`src/sv/q24a_pkg.sv`:
```
// ---------------------------------------------------------------------------
// q24a_pkg
// Opcodes and the side-band bundle shared by the stages of the fixed-point ALU.
// ---------------------------------------------------------------------------
package q24a_pkg;

  typedef enum logic [3:0] {
    OP_ADD      = 4'd0,
    OP_SUB      = 4'd1,
    OP_MUL      = 4'd2,
    OP_DIV      = 4'd3,
    OP_MIN      = 4'd4,
    OP_MAX      = 4'd5,
    OP_INC      = 4'd6,
    OP_DEC      = 4'd7,
    OP_FROM_INT = 4'd8,
    OP_TO_INT   = 4'd9
  } op_t;

  localparam logic [31:0] POS_MAX = 32'h7FFF_FFFF;
  localparam logic [31:0] NEG_MIN = 32'h8000_0000;

  // Everything a request carries alongside the divider datapath
  typedef struct packed {
    logic [3:0]  op;
    logic        gt;
    logic        lt;
    logic        eq;
    logic [31:0] res;
    logic        ov;
    logic [63:0] prod;
    logic        neg;
    logic        dz;
    logic        a_neg;
    logic        a_zero;
  } side_t;

endpackage

```
`src/sv/q24a_front.sv`:
```
// ---------------------------------------------------------------------------
// q24a_front
// First stage: flags, the ops that need no divider or rounding, the multiply and divider setup.
// ---------------------------------------------------------------------------
module q24a_front import q24a_pkg::*; #(
  parameter int FRAC_BITS = 8
) (
  input  logic                    clk,
  input  logic                    rst_n,
  input  logic                    vld_i,
  input  logic [3:0]              op_i,
  input  logic signed [31:0]      a_i,
  input  logic signed [31:0]      b_i,
  output logic                    vld_r,
  output side_t                   side_r,
  output logic [32+FRAC_BITS-1:0] num_r,
  output logic [31:0]             den_r
);

  localparam int NW = 32 + FRAC_BITS;

  side_t            side_nxt;
  logic [32:0]      sum;
  logic [32:0]      dif;
  logic [31:0]      a_mag;
  logic [31:0]      b_mag;
  logic [31:0]      ti;
  logic [FRAC_BITS:0] hi;
  logic             lt_s;

  always_comb begin
    sum      = {a_i[31], a_i} + {b_i[31], b_i};
    dif      = {a_i[31], a_i} - {b_i[31], b_i};
    a_mag    = a_i[31] ? (32'd0 - a_i) : a_i;
    b_mag    = b_i[31] ? (32'd0 - b_i) : b_i;
    ti       = a_mag >> FRAC_BITS;
    hi       = a_i[31:31-FRAC_BITS];
    lt_s     = a_i < b_i;

    side_nxt        = '0;
    side_nxt.op     = op_i;
    side_nxt.gt     = !lt_s && (a_i != b_i);
    side_nxt.lt     = lt_s;
    side_nxt.eq     = a_i == b_i;
    side_nxt.prod   = 64'(a_i * b_i);
    side_nxt.neg    = a_i[31] ^ b_i[31];
    side_nxt.dz     = (op_i == OP_DIV) && (b_i == 32'sd0);
    side_nxt.a_neg  = a_i[31];
    side_nxt.a_zero = a_i == 32'sd0;

    // Resolve the operations that need neither the divider nor the back-end rounding
    case (op_t'(op_i))
      OP_ADD: begin
        side_nxt.ov  = sum[32] != sum[31];
        side_nxt.res = side_nxt.ov ? (sum[32] ? NEG_MIN : POS_MAX) : sum[31:0];
      end
      OP_SUB: begin
        side_nxt.ov  = dif[32] != dif[31];
        side_nxt.res = side_nxt.ov ? (dif[32] ? NEG_MIN : POS_MAX) : dif[31:0];
      end
      OP_MIN: side_nxt.res = lt_s ? a_i : b_i;
      OP_MAX: side_nxt.res = (!lt_s && (a_i != b_i)) ? a_i : b_i;
      OP_INC: begin
        side_nxt.ov  = a_i == POS_MAX;
        side_nxt.res = side_nxt.ov ? POS_MAX : a_i + 32'd1;
      end
      OP_DEC: begin
        side_nxt.ov  = a_i == NEG_MIN;
        side_nxt.res = side_nxt.ov ? NEG_MIN : a_i - 32'd1;
      end
      OP_FROM_INT: begin
        side_nxt.ov  = !((&hi) || !(|hi));
        side_nxt.res = side_nxt.ov ? (a_i[31] ? NEG_MIN : POS_MAX)
                                   : {a_i[31-FRAC_BITS:0], {FRAC_BITS{1'b0}}};
      end
      OP_TO_INT: side_nxt.res = a_i[31] ? (32'd0 - ti) : ti;
      default:   side_nxt.res = '0;
    endcase
  end

  // Advance the valid bit
  always_ff @(posedge clk) begin
    if (!rst_n) begin
      vld_r <= 1'b0;
    end else begin
      vld_r <= vld_i;
    end
  end

  // Hold the payload
  always_ff @(posedge clk) begin
    side_r <= side_nxt;
    num_r  <= {a_mag, {FRAC_BITS{1'b0}}};
    den_r  <= b_mag;
  end

  logic unused_nw;
  assign unused_nw = NW[0];

endmodule

```
`config.mk`:
```
export PLATFORM = sky130hd
export DESIGN_NAME = q24a_front
export DESIGN_NICKNAME = d
export VERILOG_FILES = /design/src/sv/q24a_pkg.sv /design/src/sv/q24a_front.sv
export SDC_FILE = /design/constraint.sdc
export NUM_CORES = 2
export LEC_CHECK = 0
export ABC_AREA = 1
export BUFFER_PORTS_ARGS = -buffer_cell sky130_fd_sc_hd__buf_4
export CORE_UTILIZATION = 35
export CTS_CLUSTER_SIZE = 28
export DETAILED_ROUTE_END_ITERATION = 6
export SYNTH_ARGS = -nofsm -noshare
export SYNTH_HDL_FRONTEND = slang
export SYNTH_SLANG_ARGS = --single-unit
```
`constraint.sdc`:
```
create_clock -name clk -period 12.06 [get_ports clk]
set_input_delay 0.603 -clock clk [delete_from_list [all_inputs] [get_ports clk]]
set_output_delay 0.603 -clock clk [all_outputs]
set_load 0.01 [all_outputs]
```
; After elaboration in Yosys (flattened, before gate mapping)
; Index checks and enable logic that the tools add are counted.
[classes]
add_sub_neg = 7
magnitude_cmp = 1
mul = 1
reduce_logical = 11
n_bitwise = 1
n_eq_ne = 14
muxes = 15
[op_table]
columns = op, count
row1 = 2-to-1 mux 32 bit, 12
row2 = one-hot mux 32 bit (8 select lines), 1
row3 = logical NOT 32 bit, 2
row4 = multiplier 32 x 32 -> 64 bit, 1
row5 = subtractor 1 x 32 -> 32 bit (first input constant), 2
row6 = adder 32 x 32 -> 33 bit, 1
row7 = subtractor 32 x 32 -> 33 bit, 1
row8 = adder 32 x 1 -> 32 bit (second input constant), 1
row9 = equality test 32 x 31 -> 1 bit (second input constant), 1
row10 = equality test 32 bit, 1
row11 = equality test 32 bit (second input constant), 1
row12 = < comparator 32 bit, 1
row13 = != test 32 bit, 1
row14 = subtractor 32 x 1 -> 32 bit (second input constant), 1
row15 = 2-to-1 mux 31 bit, 1
row16 = subtractor 1 x 24 -> 25 bit (first input constant), 1
row17 = equality test 4 x 3 -> 1 bit (second input constant), 4
row18 = AND reduction 9 bit, 1
row19 = OR reduction 9 bit, 1
row20 = equality test 4 bit (second input constant), 2
row21 = one-hot mux 1 bit (5 select lines), 1
row22 = equality test 4 x 1 -> 1 bit (second input constant), 1
row23 = equality test 4 x 2 -> 1 bit (second input constant), 1
row24 = logical NOT 4 bit, 1
row25 = other kinds (5), 9
[word_totals]
ff_bits = 173
input_bits = 71
out_inout_bits = 181
word_cells = 65

; Depth between registers and ports, before layout
[depth]
word_depth = 5
depth_mapped = 34
depth_no_buf = 30

; Worst setup path before layout
; OpenSTA, ideal clock, no wires.
[synth_path]
path_kind = input-to-reg
from = input port a_i[31]
to = register side_r[66] (netlist bit)
required_ns = 11.933
path_buffers = 6
slack_ns = 3.526
setup_time_ns = 0.127
t_arrival_ns = 8.406
stages = 30
path_cell_list = buf_2 buf_2 buf_2 buf_2 clkbuf_1 buf_1 nand2_1 inv_1 fa_1 inv_1 fa_1 inv_1 fa_1 fa_1 inv_1 fa_1 inv_1 fa_1 inv_1 fa_1 inv_1 fa_1 ha_1 a21o_1 a21oi_1 nor2_1 a2111oi_0 o21a_1 o221ai_1 xor2_1
[synth_rtl]
columns = element, line
row1 = from (decl), q24a_front.sv:12  ; input logic signed [31:0] a_i,
row2 = to (signal assigned), q24a_front.sv:92  ; side_r <= side_nxt;
row3 = to (decl), q24a_front.sv:15  ; output side_t side_r,

==> flow_summary.json <==
{
  "hold_violations": 0,
  "ys_ff_latch": 173,
  "clkTransAtPathRegs_ns": 0.07,
  "drv_cap": 0,
  "drt-pass1-iter-count": 6,
  "drive_above_1_share_pct": 6.90,
  "synth_edf_count": 0,
  "placed_area_um2": 55500,
  "fin_nets": 8423,
  "yosys_warnings": 0,
  "rsz0062_at_grt": "false",
  "worst_ep_arrival_time_ns": 8.93,
  "initial_utilization_pct": 35.4,
  "layout_min_cycle_time_ns": 8.50,
  "startpoint_type": "primary input",
  "std_cell_rows": 141,
  "syn_area_per_cell_um2": 7.43,
  "die_y_um": 389,
  "finalMaxSlewViolations": 0,
  "ys_types": 64,
  "yosysMostFrequentCell": "inv_1",
  "multi_input_area_um2": 40500,
  "ctsHoldBuffers": 0,
  "synthTopCellsByCount": "inv_1 (1804), nand2_1 (1704), fa_1 (1084)",
  "critPathSlowestCell": "fa_1",
  "worstSetupPathType": "in -> reg",
  "final_antenna_net_count": 0,
  "ys.flop_type": "dfxtp_1",
  "regArea_um2": 3460,
  "numCtsBuffers": 17,
  "overflow": 0,
  "final_area_um2": 56100,
  "hpwlAfterDp_um": 170000,
  "grt_pass1_wl_um": 317000,
  "clockBufferDepth": 2,
  "cts_tree": "yes",
  "fin_crit_sh_pct": 70.5,
  "fmax_mhz": 118,
  "clock_sinks": 173,
  "ys_seq_area_share_pct": 6.62,
  "netlist_top_cells_area": "fa_1 (41%), inv_1 (13%), nand2_1 (12%)",
  "critical_path.max_stage_delay_ns": 0.95,
  "finalSetupViolCount": 0,
  "cts_resized": 0,
  "cpMostUsedCell": "fa_1",
  "first_global_vias": 48231,
  "die_area_um2": 151000,
  "portBuffers": 243,
  "syn_inst": 7043,
  "vias": 46597,
  "htree_num_levels": 4,
  "syn_to_final_growth_pct": 7.14,
  "drc": 0,
  "antenna_found_initial": 9,
  "fillCellCount": 15461,
  "io_pins": 252,
  "vias_per_cell": 5.20,
  "fin_hold_ws_ns": 0.178,
  "fin_setup_tns_ns": 0,
  "async_flop_share_pct": 0,
  "syn_area_um2": 52300,
  "critPathCaptureType": "flip-flop",
  "place_congestion": 1.03,
  "grt_max_degree": 46,
  "avgRoutedWirePerCell_um": 23.6,
  "clock-root-buffer": "clkbuf_16",
  "cts_setup_buffers": 0,
  "grt_usage_pct": 28.5,
  "die_w_um": 389,
  "coreArea_um2": 148000,
  "wl_um": 212000,
  "first_iter_violations": 4511,
  "yosysTopAreaCellShare_pct": 41.5,
  "relSlewSlack_pct": 31.6,
  "hold_class": "in -> reg",
  "worstPathMaxFanout": 39,
  "status": "complete, no violations",
  "yosysTopAreaCell": "fa_1",
  "tightestPinTransition_ns": 1.02,
  "cp_data_required_time_ns": 12.49
}
## critical path: cells and delay by family
kind	cells	cell delay (ns)
adders and majority gates	9	4.69
xor gates and xnor gates	1	0.19
AOI/OAI and AO/OA	5	1.36
and+or+nand+nor	2	0.33
buffers and inverters	8	1.66
## layout make-up
cell class	instances	share of cell area, %
Timing Repair Buffer	293	3.92
Sequential cell	173	6.18
Clock buffer	17	0.759
Clock inverter	14	0.268
Multi-Input combinational cell	4686	72.2
Tap cell	1930	4.31
Antenna cell	2	0.00893
Inverter	1844	12.3
## path summary, 6_finish.rpt
check                   start  depth (start not counted)  slack [ns]          end
worst max-delay path  a_i[31]                         25        3.56   side_r[66]
worst min-delay path  op_i[3]                          1        0.18  side_r[107]
## cells in the final DEF (no fill, tap or decap), types with 5 or more instances in the layout
cell type / instances
a21boi_0: 12
conb_1: 8
nand3_1: 260
o21ai_0: 183
a21o_1: 14
o21ai_1: 40
nand2_1: 1704
nor3_1: 52
nor4_1: 15
nor2_4: 12
dfxtp_1: 173
xor2_1: 132
a21oi_2: 10
nor2_2: 24
inv_1: 1804
fa_1: 1084
nor2_1: 406
nand2_2: 35
buf_4: 293
xnor2_1: 35
clkbuf_16: 17
clkinv_1: 6
nand2_4: 7
a31oi_1: 22
nand3_2: 10
nand3b_1: 8
a21oi_1: 197
o211ai_1: 18
nand4_1: 62
o21ai_2: 6
o21a_1: 8
nor3_2: 5
ha_1: 253
o21bai_1: 19
inv_2: 34
## sequential cells by signal, indices dropped and copies added (netlist names)
register,flops
num_r,32
vld_r,1
den_r,32
side_r,108
## per-stage QoR
stage | util (%) | std cells | setup slack [ns]
after floorplan | - | 7050 | 3.53
after global placement | 37.5 | 8926 | 3.05
after detailed placement | 37.5 | 8926 | 3.03
after CTS | 37.9 | 8957 | 3.61
after global routing | 37.9 | 8958 | 3.08
final | 37.9 | 8959 | 3.56
## layer usage
| layer | GRT usage, % | up-vias | wire length [um] |
|---|---|---|---|
| li1 | - | 20361 | - |
| met1 | 38.1 | 23421 | 86700 |
| met2 | 43.6 | 2403 | 93400 |
| met3 | 7.15 | 404 | 21600 |
| met4 | 11.9 | 8 | 9880 |
| met5 | 0 | - | 45 |
## cell families (layout without fill, tap and decap cells)
kind of cell | count (synthesis) | in the layout | share of synthesized area [%]
and+or+nand+nor | 2622 | 2622 | 21.0
buffers and inverters | 2191 | 2168 | 16.1
adders and majority gates | 1337 | 1337 | 47.5
AOI/OAI and AO/OA | 552 | 552 | 5.95
DFF | 173 | 173 | 6.62
xor gates and xnor gates | 167 | 167 | 2.80
other | 1 | 10 | 0.00717
Power is not shown: default switching activity piles up to over one toggle a cycle in this logic, so the estimate is an artifact.
