$ cat src/sv/q24a_pkg.sv
// ---------------------------------------------------------------------------
// q24a_pkg
// Opcodes and the side-band bundle shared by the stages of the fixed-point ALU.
// ---------------------------------------------------------------------------
package q24a_pkg;

  typedef enum logic [3:0] {
    OP_ADD      = 4'd0,
    OP_SUB      = 4'd1,
    OP_MUL      = 4'd2,
    OP_DIV      = 4'd3,
    OP_MIN      = 4'd4,
    OP_MAX      = 4'd5,
    OP_INC      = 4'd6,
    OP_DEC      = 4'd7,
    OP_FROM_INT = 4'd8,
    OP_TO_INT   = 4'd9
  } op_t;

  localparam logic [31:0] POS_MAX = 32'h7FFF_FFFF;
  localparam logic [31:0] NEG_MIN = 32'h8000_0000;

  // Everything a request carries alongside the divider datapath
  typedef struct packed {
    logic [3:0]  op;
    logic        gt;
    logic        lt;
    logic        eq;
    logic [31:0] res;
    logic        ov;
    logic [63:0] prod;
    logic        neg;
    logic        dz;
    logic        a_neg;
    logic        a_zero;
  } side_t;

endpackage

$ cat src/sv/q24a_back.sv
// ---------------------------------------------------------------------------
// q24a_back
// Last stage: round product and quotient, saturate, pick the result.
// ---------------------------------------------------------------------------
module q24a_back import q24a_pkg::*; #(
  parameter int FRAC_BITS = 8
) (
  input  logic                    clk,
  input  logic                    rst_n,
  input  logic                    vld_i,
  input  side_t                   side_i,
  input  logic [31:0]             den_i,
  input  logic [31:0]             rem_i,
  input  logic [32+FRAC_BITS-1:0] quo_i,
  output logic                    vld_r,
  output logic [31:0]             res_r,
  output logic                    gt_r,
  output logic                    lt_r,
  output logic                    eq_r,
  output logic                    ov_r,
  output logic                    dz_r
);

  localparam int NW = 32 + FRAC_BITS;

  // Saturate a sign and magnitude into 32 bits; bit 32 is the overflow
  function automatic logic [32:0] sat_mag(input logic neg, input logic [63:0] mag);
    logic [32:0] r;
    if (neg) begin
      if (mag > 64'h8000_0000) r = {1'b1, NEG_MIN};
      else                     r = {1'b0, 32'd0 - mag[31:0]};
    end else begin
      if (mag > 64'h7FFF_FFFF) r = {1'b1, POS_MAX};
      else                     r = {1'b0, mag[31:0]};
    end
    return r;
  endfunction

  logic [63:0] pmag;
  logic [63:0] mrnd;
  logic [NW:0] qrnd;
  logic        up;
  logic [32:0] mul_s;
  logic [32:0] div_s;
  logic [31:0] res_nxt;
  logic        ov_nxt;

  always_comb begin
    pmag  = side_i.prod[63] ? (64'd0 - side_i.prod) : side_i.prod;
    mrnd  = (pmag + (64'd1 << (FRAC_BITS - 1))) >> FRAC_BITS;
    up    = {rem_i, 1'b0} >= {1'b0, den_i};
    qrnd  = {1'b0, quo_i} + {{NW{1'b0}}, up};
    mul_s = sat_mag(side_i.prod[63], mrnd);
    div_s = sat_mag(side_i.neg, 64'(qrnd));

    res_nxt = side_i.res;
    ov_nxt  = side_i.ov;
    case (op_t'(side_i.op))
      OP_MUL: begin
        res_nxt = mul_s[31:0];
        ov_nxt  = mul_s[32];
      end
      OP_DIV: begin
        if (side_i.dz) begin
          res_nxt = side_i.a_zero ? 32'd0 : (side_i.a_neg ? NEG_MIN : POS_MAX);
          ov_nxt  = !side_i.a_zero;
        end else begin
          res_nxt = div_s[31:0];
          ov_nxt  = div_s[32];
        end
      end
      default: begin
        res_nxt = side_i.res;
        ov_nxt  = side_i.ov;
      end
    endcase
  end

  always_ff @(posedge clk) begin
    if (!rst_n) begin
      vld_r <= 1'b0;
    end else begin
      vld_r <= vld_i;
    end
  end

  always_ff @(posedge clk) begin
    res_r <= res_nxt;
    ov_r  <= ov_nxt;
    gt_r  <= side_i.gt;
    lt_r  <= side_i.lt;
    eq_r  <= side_i.eq;
    dz_r  <= side_i.dz;
  end

endmodule

$ cat config.mk
export PLATFORM = sky130hd
export DESIGN_NAME = q24a_back
export DESIGN_NICKNAME = d
export VERILOG_FILES = /design/src/sv/q24a_pkg.sv /design/src/sv/q24a_back.sv
export SDC_FILE = /design/constraint.sdc
export NUM_CORES = 1
export LEC_CHECK = 0
export BUFFER_PORTS_ARGS = -buffer_cell sky130_fd_sc_hd__buf_2
export CAP_MARGIN = 20
export CORE_ASPECT_RATIO = 1.1
export CORE_MARGIN = 2
export CORE_UTILIZATION = 40
export DETAILED_ROUTE_END_ITERATION = 7
export GPL_TIMING_DRIVEN = 0
export PLACE_DENSITY = 0.66
export SLEW_MARGIN = 15
export SYNTH_ARGS = -nofsm -noshare
export SYNTH_HDL_FRONTEND = slang
export SYNTH_SLANG_ARGS = --single-unit
$ cat constraint.sdc
create_clock -name clk -period 6 [get_ports clk]
set_clock_uncertainty 0.1 [all_clocks]
set_input_delay 0.3 -clock clk [delete_from_list [all_inputs] [get_ports clk]]
set_output_delay 0.3 -clock clk [all_outputs]
set_load 0.03 [all_outputs]
# After elaboration in Yosys (flattened, before gate mapping)
# Index checks and enable logic that the tools add are counted.
[totals]
regBits = 38
inputBits = 215
out_inout_bits = 38
wordCells = 33
[classes]
addsub = 5
magnitude_cmp = 5
eq_ne = 2
n_mux = 13
n_reduce_logical = 1
[op_table]
columns = ["cell", "count"]
rows = [
  ["2-to-1 mux 33 bit", 6],
  ["2-to-1 mux 32 bit", 3],
  ["adder 64 x 8 -> 64 bit (second input constant)", 1],
  ["2-to-1 mux 64 bit", 1],
  ["one-hot mux 32 bit (2 select lines)", 1],
  ["subtractor 1 x 32 -> 32 bit (first input constant)", 2],
  ["subtractor 1 x 64 -> 64 bit (first input constant)", 1],
  ["greater-than comparator 56 x 31 -> 1 bit (second input constant)", 1],
  ["greater-than comparator 56 x 32 -> 1 bit (second input constant)", 1],
  ["adder 40 x 1 -> 41 bit", 1],
  ["greater-than comparator 41 x 31 -> 1 bit (second input constant)", 1],
  ["greater-than comparator 41 x 32 -> 1 bit (second input constant)", 1],
  ["greater-or-equal comparator 33 x 32 -> 1 bit", 1],
  ["equality test 4 x 2 -> 1 bit (second input constant)", 2],
  ["one-hot mux 1 bit (2 select lines)", 1],
  ["logical NOT 1 bit", 1],
  ["2-to-1 mux 1 bit", 1],
]

# Longest topological paths before layout
# Gate-level depths: netlist of run 1.
[logic_depth]
word_depth = 7
depth_mapped = 33
mapped_depth_nobuf = 30

# Worst setup path before layout of run 1
# No wires, ideal clock.
[synth_timing]
path_kind = "input -> register"
from = "in side_i[67] (netlist name)"
to = "reg res_r[2]"
setup_time_ps = 133
arrival_time_ps = 6076
required_time_ps = 5767
slack_ps = -309
stages = 22
cell_sequence = "clkbuf_1 > clkbuf_1 > buf_1 > buf_1 > clkbuf_1 > clkbuf_1 > buf_1 > o21ai_0 > xnor2_1 > ha_1 > buf_1 > o2111ai_1 > nor3_1 > nand2_1 > nor2_1 > nand3_1 > o41a_1 > or4_1 > or2_1 > buf_2 > o32ai_1 > o221ai_1"
[synth_via]
elab_chain_cells = 7
[synth_lines]
columns = ["element", "line", "source"]
rows = [
  ["from (decl)", "q24a_back.sv:11", "input side_t side_i,"],
  ["subtractor 1 x 64 -> 64 bit", "q24a_back.sv:49", "pmag = side_i.prod[63] ? (64'd0 - side_i.prod) : side_i.prod;"],
  ["2-to-1 mux 64 bit", "q24a_back.sv:49", ""],
  ["adder 64 x 8 -> 64 bit", "q24a_back.sv:50", "mrnd = (pmag + (64'd1 << (FRAC_BITS - 1))) >> FRAC_BITS;"],
  ["greater-than comparator 56 x 31 -> 1 bit / greater-than comparator 56 x 32 -> 1 bit (equally long branches)", "q24a_back.sv:33, q24a_back.sv:30", ""],
  ["2-to-1 mux 33 bit, on equally long branches", "q24a_back.sv:33, q24a_back.sv:30", ""],
  ["2-to-1 mux 33 bit *", "q24a_back.sv:29", "if (neg) begin"],
  ["one-hot mux 32 bit (2 select lines) *", "q24a_back.sv:58", "case (op_t'(side_i.op))"],
  ["net res_nxt[2]", "q24a_back.sv:45", "logic [31:0] res_nxt;"],
  ["to (signal assigned)", "q24a_back.sv:88", "res_r <= res_nxt;"],
  ["to (decl)", "q24a_back.sv:16", "output logic [31:0] res_r,"],
]
# Mark *: on every way through the listed nets, which the timed path passes. The rest lies on a longest branch.
# A chain may end at the register's enable or synchronous reset.

# Final worst setup path of run 1
[layout_timing]
from = "in rem_i[0]"
to = "reg res_r[19]"
[layout_via]
elab_chain_cells = 7
[layout_lines]
columns = ["element", "line", "source"]
rows = [
  ["from (decl)", "q24a_back.sv:13", "input logic [31:0] rem_i,"],
  ["greater-or-equal comparator 33 x 32 -> 1 bit *", "q24a_back.sv:51", "up = {rem_i, 1'b0} >= {1'b0, den_i};"],
  ["adder 40 x 1 -> 41 bit *", "q24a_back.sv:52", "qrnd = {1'b0, quo_i} + {{NW{1'b0}}, up};"],
  ["greater-than comparator 41 x 31 -> 1 bit (tied with other cells)", "q24a_back.sv:33", "if (mag > 64'h7FFF_FFFF) r = {1'b1, POS_MAX};"],
  ["2-to-1 mux 33 bit, on equally long branches", "q24a_back.sv:33, q24a_back.sv:30", ""],
  ["2-to-1 mux 33 bit *", "q24a_back.sv:29", ""],
  ["2-to-1 mux 32 bit *", "q24a_back.sv:64", "if (side_i.dz) begin"],
  ["one-hot mux 32 bit (2 select lines) *", "q24a_back.sv:58", ""],
  ["net res_nxt[19]", "q24a_back.sv:45", ""],
]
# Marks and branches as above.

==> flow_summary_export.csv, run 1 <==
group,metric,value,unit
grt,grt_use_total,0.287,
clock_network,clk_root_buffer_cell,"clkbuf_16",
place,hpwl,28700,µm
floorplan,fp.dieH,161,µm
pwr,ir_drop,96.7,µV
critical_path,crit_type,"input pin to flip-flop",
grt,met2_usage,0.494,
pwr,leakagePower,0.00437,µW
status,status,"completed",
synth,synth_top_family_by_area,"simple AND/OR/NAND/NOR gates",
grt,grt_busiest_layer,"met2",
floorplan,start_util,0.405,
cells_and_area,drive_above_1_share,0.271,
critical_path,critPathTopFamily,"simple AND/OR/NAND/NOR gates",
grt,grt_pass1_vias,10500,
grt,met3_usage,0.0284,
critical_path,required,6.07,ns
critical_path,cp_slowest_stage_delay,0.46,ns
clock_network,htreeDepth,2,
routing,wire_per_inst,19.0,µm
critical_path,worst_path_most_repeated_cell,"o21a_1",
synth,synth_top_area_share,0.0912,
place,gp_congestion,0.984,
floorplan,die-width,146,µm
timing,setup_viol,0,
cells_and_area,fill_cells,2235,
routing,drtPass1Iterations,6,
timing,worstMarginPinSlew,1.08,ns
timing,period_needed,5.84,ns
clock_network,path_clk_slew,0.07,ns
critical_path,slowest_stage,"or3b_2",
routing,drc_errors,0,
synth,synth_xor_xnor_area_share,0.147,
synth,synth_edf_count,0,
routing,ant_nets,0,
floorplan,fp-row-count,57,
grt,grt.met1_usage,0.384,
grt,grt-ovfl-total,0,
clock_network,clockBufferDepth,2,
synth,synthMuxAreaShare,0.00616,
grt,grt_first_pass_wirelength,55900,µm
cells_and_area,nNetsFinal,1841,
synth,synth-compound-area-share,0.295,
flow_run,max_cap_viol_count,0,
routing,vias_per_cell,6.14,
critical_path,worstPathArrival,5.91,ns
critical_path,worst-path-buf-inv,2,
worst_hold_path,whs_path_depth,1,
timing,slew_violations,0,
synth,avgSynthCellArea,6.75,µm²
timing,fin_ws,0.161,ns
clock_network,cts_buffers,5,
routing,drt_wl_total,35800,µm
routing,dr.first_iter.drc_count,1061,
grt,grt_antenna_before_repair,2,
floorplan,die-area,0.0235,mm²
pwr,power.total,1330,µW
synth,synthAdderAreaFrac,0.0532,
timing,fmax,171,MHz
clock_network,cts_tree,"done",
clock_network,cts.sinks,38,
worst_hold_path,worst_hold_path.endpoint,"gt_r",
synth,synthFlopType,"dfxtp_1",
critical_path,critPathMaxFanout,10,
cells_and_area,areaGrowthSynthToFinish,29.5,%
critical_path,worst_setup_path_end_kind,"flip-flop",
synth,syn-cell-area,0.00893,mm²
worst_hold_path,min-delay-start,"side_i[103]",
synth,postSynthCellCount,1323,
synth,synth_nets,1576,
synth,synth-simple-area-share,0.350,
timing,finalCritPeriodShare,0.973,
timing,slew-limit-headroom,0.273,
synth,synth_area_leaders,"xnor2_1 (9.1%), dfxtp_1 (8.5%), xor2_1 (5.6%)",
worst_hold_path,hold_path_class,"input pin to flip-flop",
synth,yosysTopAreaCell,"xnor2_1",
routing,via_count,11600,
floorplan,pin_count,253,
synth,async_flop_share,0,
timing,hold_ws,0.00596,ns
pwr,p_per_area,115,mW/mm²
timing,tns,0,ns
synth,ys_seq_area_frac,0.0852,
place,pre_cts_slack,-2.24,ns
timing,rsz0062_at_grt,"yes",
synth,yosysWarnings,0,
place,port_buffers,239,
clock_network,postCtsHoldBufs,0,
synth,synth_cell_types,82,
floorplan,coreArea,0.0220,mm²
grt,grt_start_max_net_pins,14,
critical_path,critPathLaunchType,"input pin",
synth,synth-seq-cells,38,
timing,hold_viol,0,
power breakdown:
part	total, µW	leakage (µW)	switching, µW	internal [µW]
Sequential	276	0.000320	4.09	272
Combinational	689	0.00396	426	263
Clock	364	0.0000971	114	250
cell type report:
class	count	area, µm²	area share
sequential	38	761	0.0658
buffer	78	390	0.0338
multi-input combinational	1143	8180	0.708
inverter	58	220	0.0190
timing repair buffer	264	1440	0.124
clock buffer	6	139	0.0120
clock inverter	2	60.1	0.00519
antenna	2	5.00	0.000433
tap	295	369	0.0319
sequential cells by signal, summed over array words and instances, names as in the netlist:
register and flops:
dz_r 1, lt_r 1, eq_r 1, res_r 32, gt_r 1, vld_r 1, ov_r 1
cells in the mapped netlist, types with 25 or more instances:
cell	number
xnor2_1	93
nor4_1	46
a21oi_1	76
o31ai_1	26
ha_1	38
dfxtp_1	38
xor2_1	57
nand2_1	103
inv_1	58
nand3_1	63
clkbuf_1	66
o21ai_0	72
or3_1	43
nor3_1	66
nor2_1	71
or4_1	25
cells by family after synthesis:
group	count (synthesis)
mux	5
fa+ha+maj	38
simple gates	568
buf+inv	142
xor+xnor	150
compound gates	382
flops	38
worst max path at each step:
stage,startpoint,to,slack [ns],cells past startpoint
floorplan,side_i[67],res_r[29],0.006,22
global placement,side_i[67],res_r[2],-2.26,24
detailed placement,side_i[67],res_r[20],-2.24,24
CTS,side_i[67],res_r[29],0.02,21
global route,rem_i[0],res_r[6],-0.13,30
finish,rem_i[0],res_r[19],0.16,30
stage by stage:
| step | utilization | cells | instance area, µm² |
|---|---|---|---|
| final | 0.525 | 1886 | 11600 |
| after global routing | 0.525 | 1886 | 11600 |
| after CTS | 0.498 | 1867 | 11000 |
| after detailed placement | 0.478 | 1857 | 10500 |
| after global placement | 0.478 | 1857 | 10500 |
| after floorplan | - | 1323 | 8970 |
repair_timing:
| action | 4_1_cts | 5_1_grt |
|---|---|---|
| endpoints found under the hold margin | 0 | 0 |
| setup endpoints to repair | 33 | 33 |
| pin swaps | 7 | 30 |
| gates resized for setup | 57 | 108 |
| cloned | 0 | 1 |
| buffers inserted | 7 | 17 |
layer usage:
metal  up-vias  wire length (µm)
li1       5569                 -
met1      5367             15200
met2       561             16900
met3        77              2700
met4         0              1050
met5         -                 0
placed cells by master, fill, tap and decap left out, drive strengths merged, types with 24 or more instances in the layout:
cell type | synthesis | layout
nand2 | 103 | 103
buf | 18 | 281
clkbuf | 66 | 67
nand3 | 63 | 63
o31ai | 27 | 27
inv | 58 | 58
a21oi | 76 | 76
o21ai | 81 | 81
xor2 | 57 | 57
xnor2 | 93 | 93
nor4 | 48 | 48
and3 | 24 | 24
dfxtp | 38 | 38
or3 | 43 | 43
nor2 | 71 | 71
nor3 | 67 | 67
ha | 38 | 38
or4 | 28 | 28
nand4 | 25 | 25
Power figures use the tool's default switching activity.
==> run 2, diff against run 1 <==
- PLACE_DENSITY: 0.66 -> not set
- PLACE_DENSITY_LB_ADDON: not set -> 0.25
- SKIP_CTS_REPAIR_TIMING: not set -> 1
==> run 2 against run 1 <==
Worst setup slack got worse by 0.074 ns. Global-route usage fell by 0.97 points. Highest routed layer unchanged. Design area fell by 0.93%. Worst hold slack improved by 0.0013 ns. Total power fell by 0.11%. Sequential power barely moved. Die area did not move. Largest power group unchanged.
==> flow_summary_export.csv, run 2 (synthesis results as in run 1) <==
group,metric,value,unit
floorplan,coreArea,0.0220,mm²
place,gp_congestion,0.963,
timing,tns,0,ns
grt,grt_start_max_net_pins,13,
grt,grt_antenna_before_repair,0,
pwr,p_per_area,116,mW/mm²
routing,drtPass1Iterations,6,
grt,grt_use_total,0.278,
cells_and_area,diodes,0,
critical_path,critPathLaunchType,"input pin",
clock_network,path_clk_slew,0.06,ns
floorplan,die-width,146,µm
floorplan,fp-row-count,57,
critical_path,crit_type,"input pin to flip-flop",
cells_and_area,layout_common_cells,"buf_2 (247), nand2_1 (102), xnor2_1 (90)",
critical_path,required,6.08,ns
cells_and_area,nNetsFinal,1842,
routing,wire_per_inst,18.8,µm
clock_network,cts.sinks,38,
timing,setup_viol,0,
floorplan,pin_count,253,
pwr,leakagePower,0.00439,µW
worst_hold_path,hold_path_class,"input pin to flip-flop",
grt,grt-ovfl-total,0,
critical_path,cp_slowest_stage_delay,0.53,ns
timing,worstMarginPinSlew,1.03,ns
timing,slew_violations,0,
floorplan,start_util,0.405,
critical_path,slowest_stage,"or4_4",
grt,grt_pass1_vias,10200,
routing,vias_per_cell,6.17,
pwr,power.total,1330,µW
floorplan,fp.dieH,161,µm
clock_network,cts_buffers,5,
place,port_buffers,239,
timing,period_needed,5.91,ns
cells_and_area,drive_above_1_share,0.259,
place,placed_cell_area,0.0105,mm²
cells_and_area,top_register,"res_r",
critical_path,worst_path_most_repeated_cell,"o21a_1",
routing,via_count,11600,
routing,dr.first_iter.drc_count,968,
cells_and_area,largest_reg_flops,32,
clock_network,clockBufferDepth,2,
clock_network,clk_root_buffer_cell,"clkbuf_16",
floorplan,die-area,0.0235,mm²
critical_path,worst_setup_path_end_kind,"flip-flop",
critical_path,worstPathArrival,6.00,ns
cells_and_area,areaGrowthSynthToFinish,28.3,%
timing,hold_viol,0,
cells_and_area,finalInstanceArea,0.0115,mm²
cells_and_area,final_common_cell,"buf_2",
routing,drc_errors,0,
flow_run,max_cap_viol_count,0,
timing,finalCritPeriodShare,0.986,
clock_network,cts_tree,"done",
routing,ant_nets,0,
pwr,ir_drop,79.3,µV
timing,fin_ws,0.0864,ns
timing,fmax,169,MHz
routing,drt_wl_total,35400,µm
place,hpwl,28300,µm
grt,grt_first_pass_wirelength,53900,µm
cells_and_area,fill_cells,2235,
clock_network,htreeDepth,2,
place,pre_cts_slack,-2.17,ns
critical_path,critPathMaxFanout,6,
timing,slew-limit-headroom,0.308,
status,status,"completed",
run 2: final timing paths:
| path | start | to | slack (ns) | depth (start not counted) |
|---|---|---|---|---|
| worst min-delay path | side_i[103] | gt_r | 0.007 | 1 |
| worst max-delay path | den_i[1] | res_r[10] | 0.09 | 32 |
run 2: layer usage:
metal	global-route usage	part of all wire	vias to the layer above
li1	-	-	5578
met1	0.379	0.43	5429
met2	0.464	0.47	560
met3	0.0256	0.076	60
met4	0.0861	0.029	0
met5	0	0	-
run 2: critical path: cells and delay by family:
family                     cells  cell delay, ns
AOI/OAI and AO/OA             17            2.63
and+or+nand+nor                9            2.14
adders and majority gates      3            0.68
buffers and inverters          3            0.25
run 2: cell type report:
| class | count | area (µm²) | area share |
|---|---|---|---|
| plain buffers | 79 | 405 | 0.0354 |
| clock buffers | 6 | 139 | 0.0121 |
| clock inverters | 2 | 60.1 | 0.00524 |
| inverters | 58 | 218 | 0.0190 |
| multi-input cells | 1143 | 8120 | 0.709 |
| flip-flops and latches | 38 | 761 | 0.0664 |
| well taps | 295 | 369 | 0.0322 |
| repair buffers | 264 | 1390 | 0.121 |
run 2: stage by stage:
| step | util | hold slack (ns) | cells |
|---|---|---|---|
| 2_1_floorplan | - | 0.228 | 1323 |
| 3_5_place_dp | 0.478 | 0.304 | 1857 |
| 4_1_cts | 0.487 | 0.00582 | 1865 |
| 5_1_grt | 0.520 | 0.00195 | 1885 |
| 6_report | 0.520 | 0.00731 | 1885 |
| 3_3_place_gp | 0.478 | 0.304 | 1857 |
run 2: report_power, final:
part           leakage [µW]  switching [µW]  internal (µW)
Sequential         0.000320            4.31            272
Combinational       0.00397             423            265
Clock             0.0000971             113            250
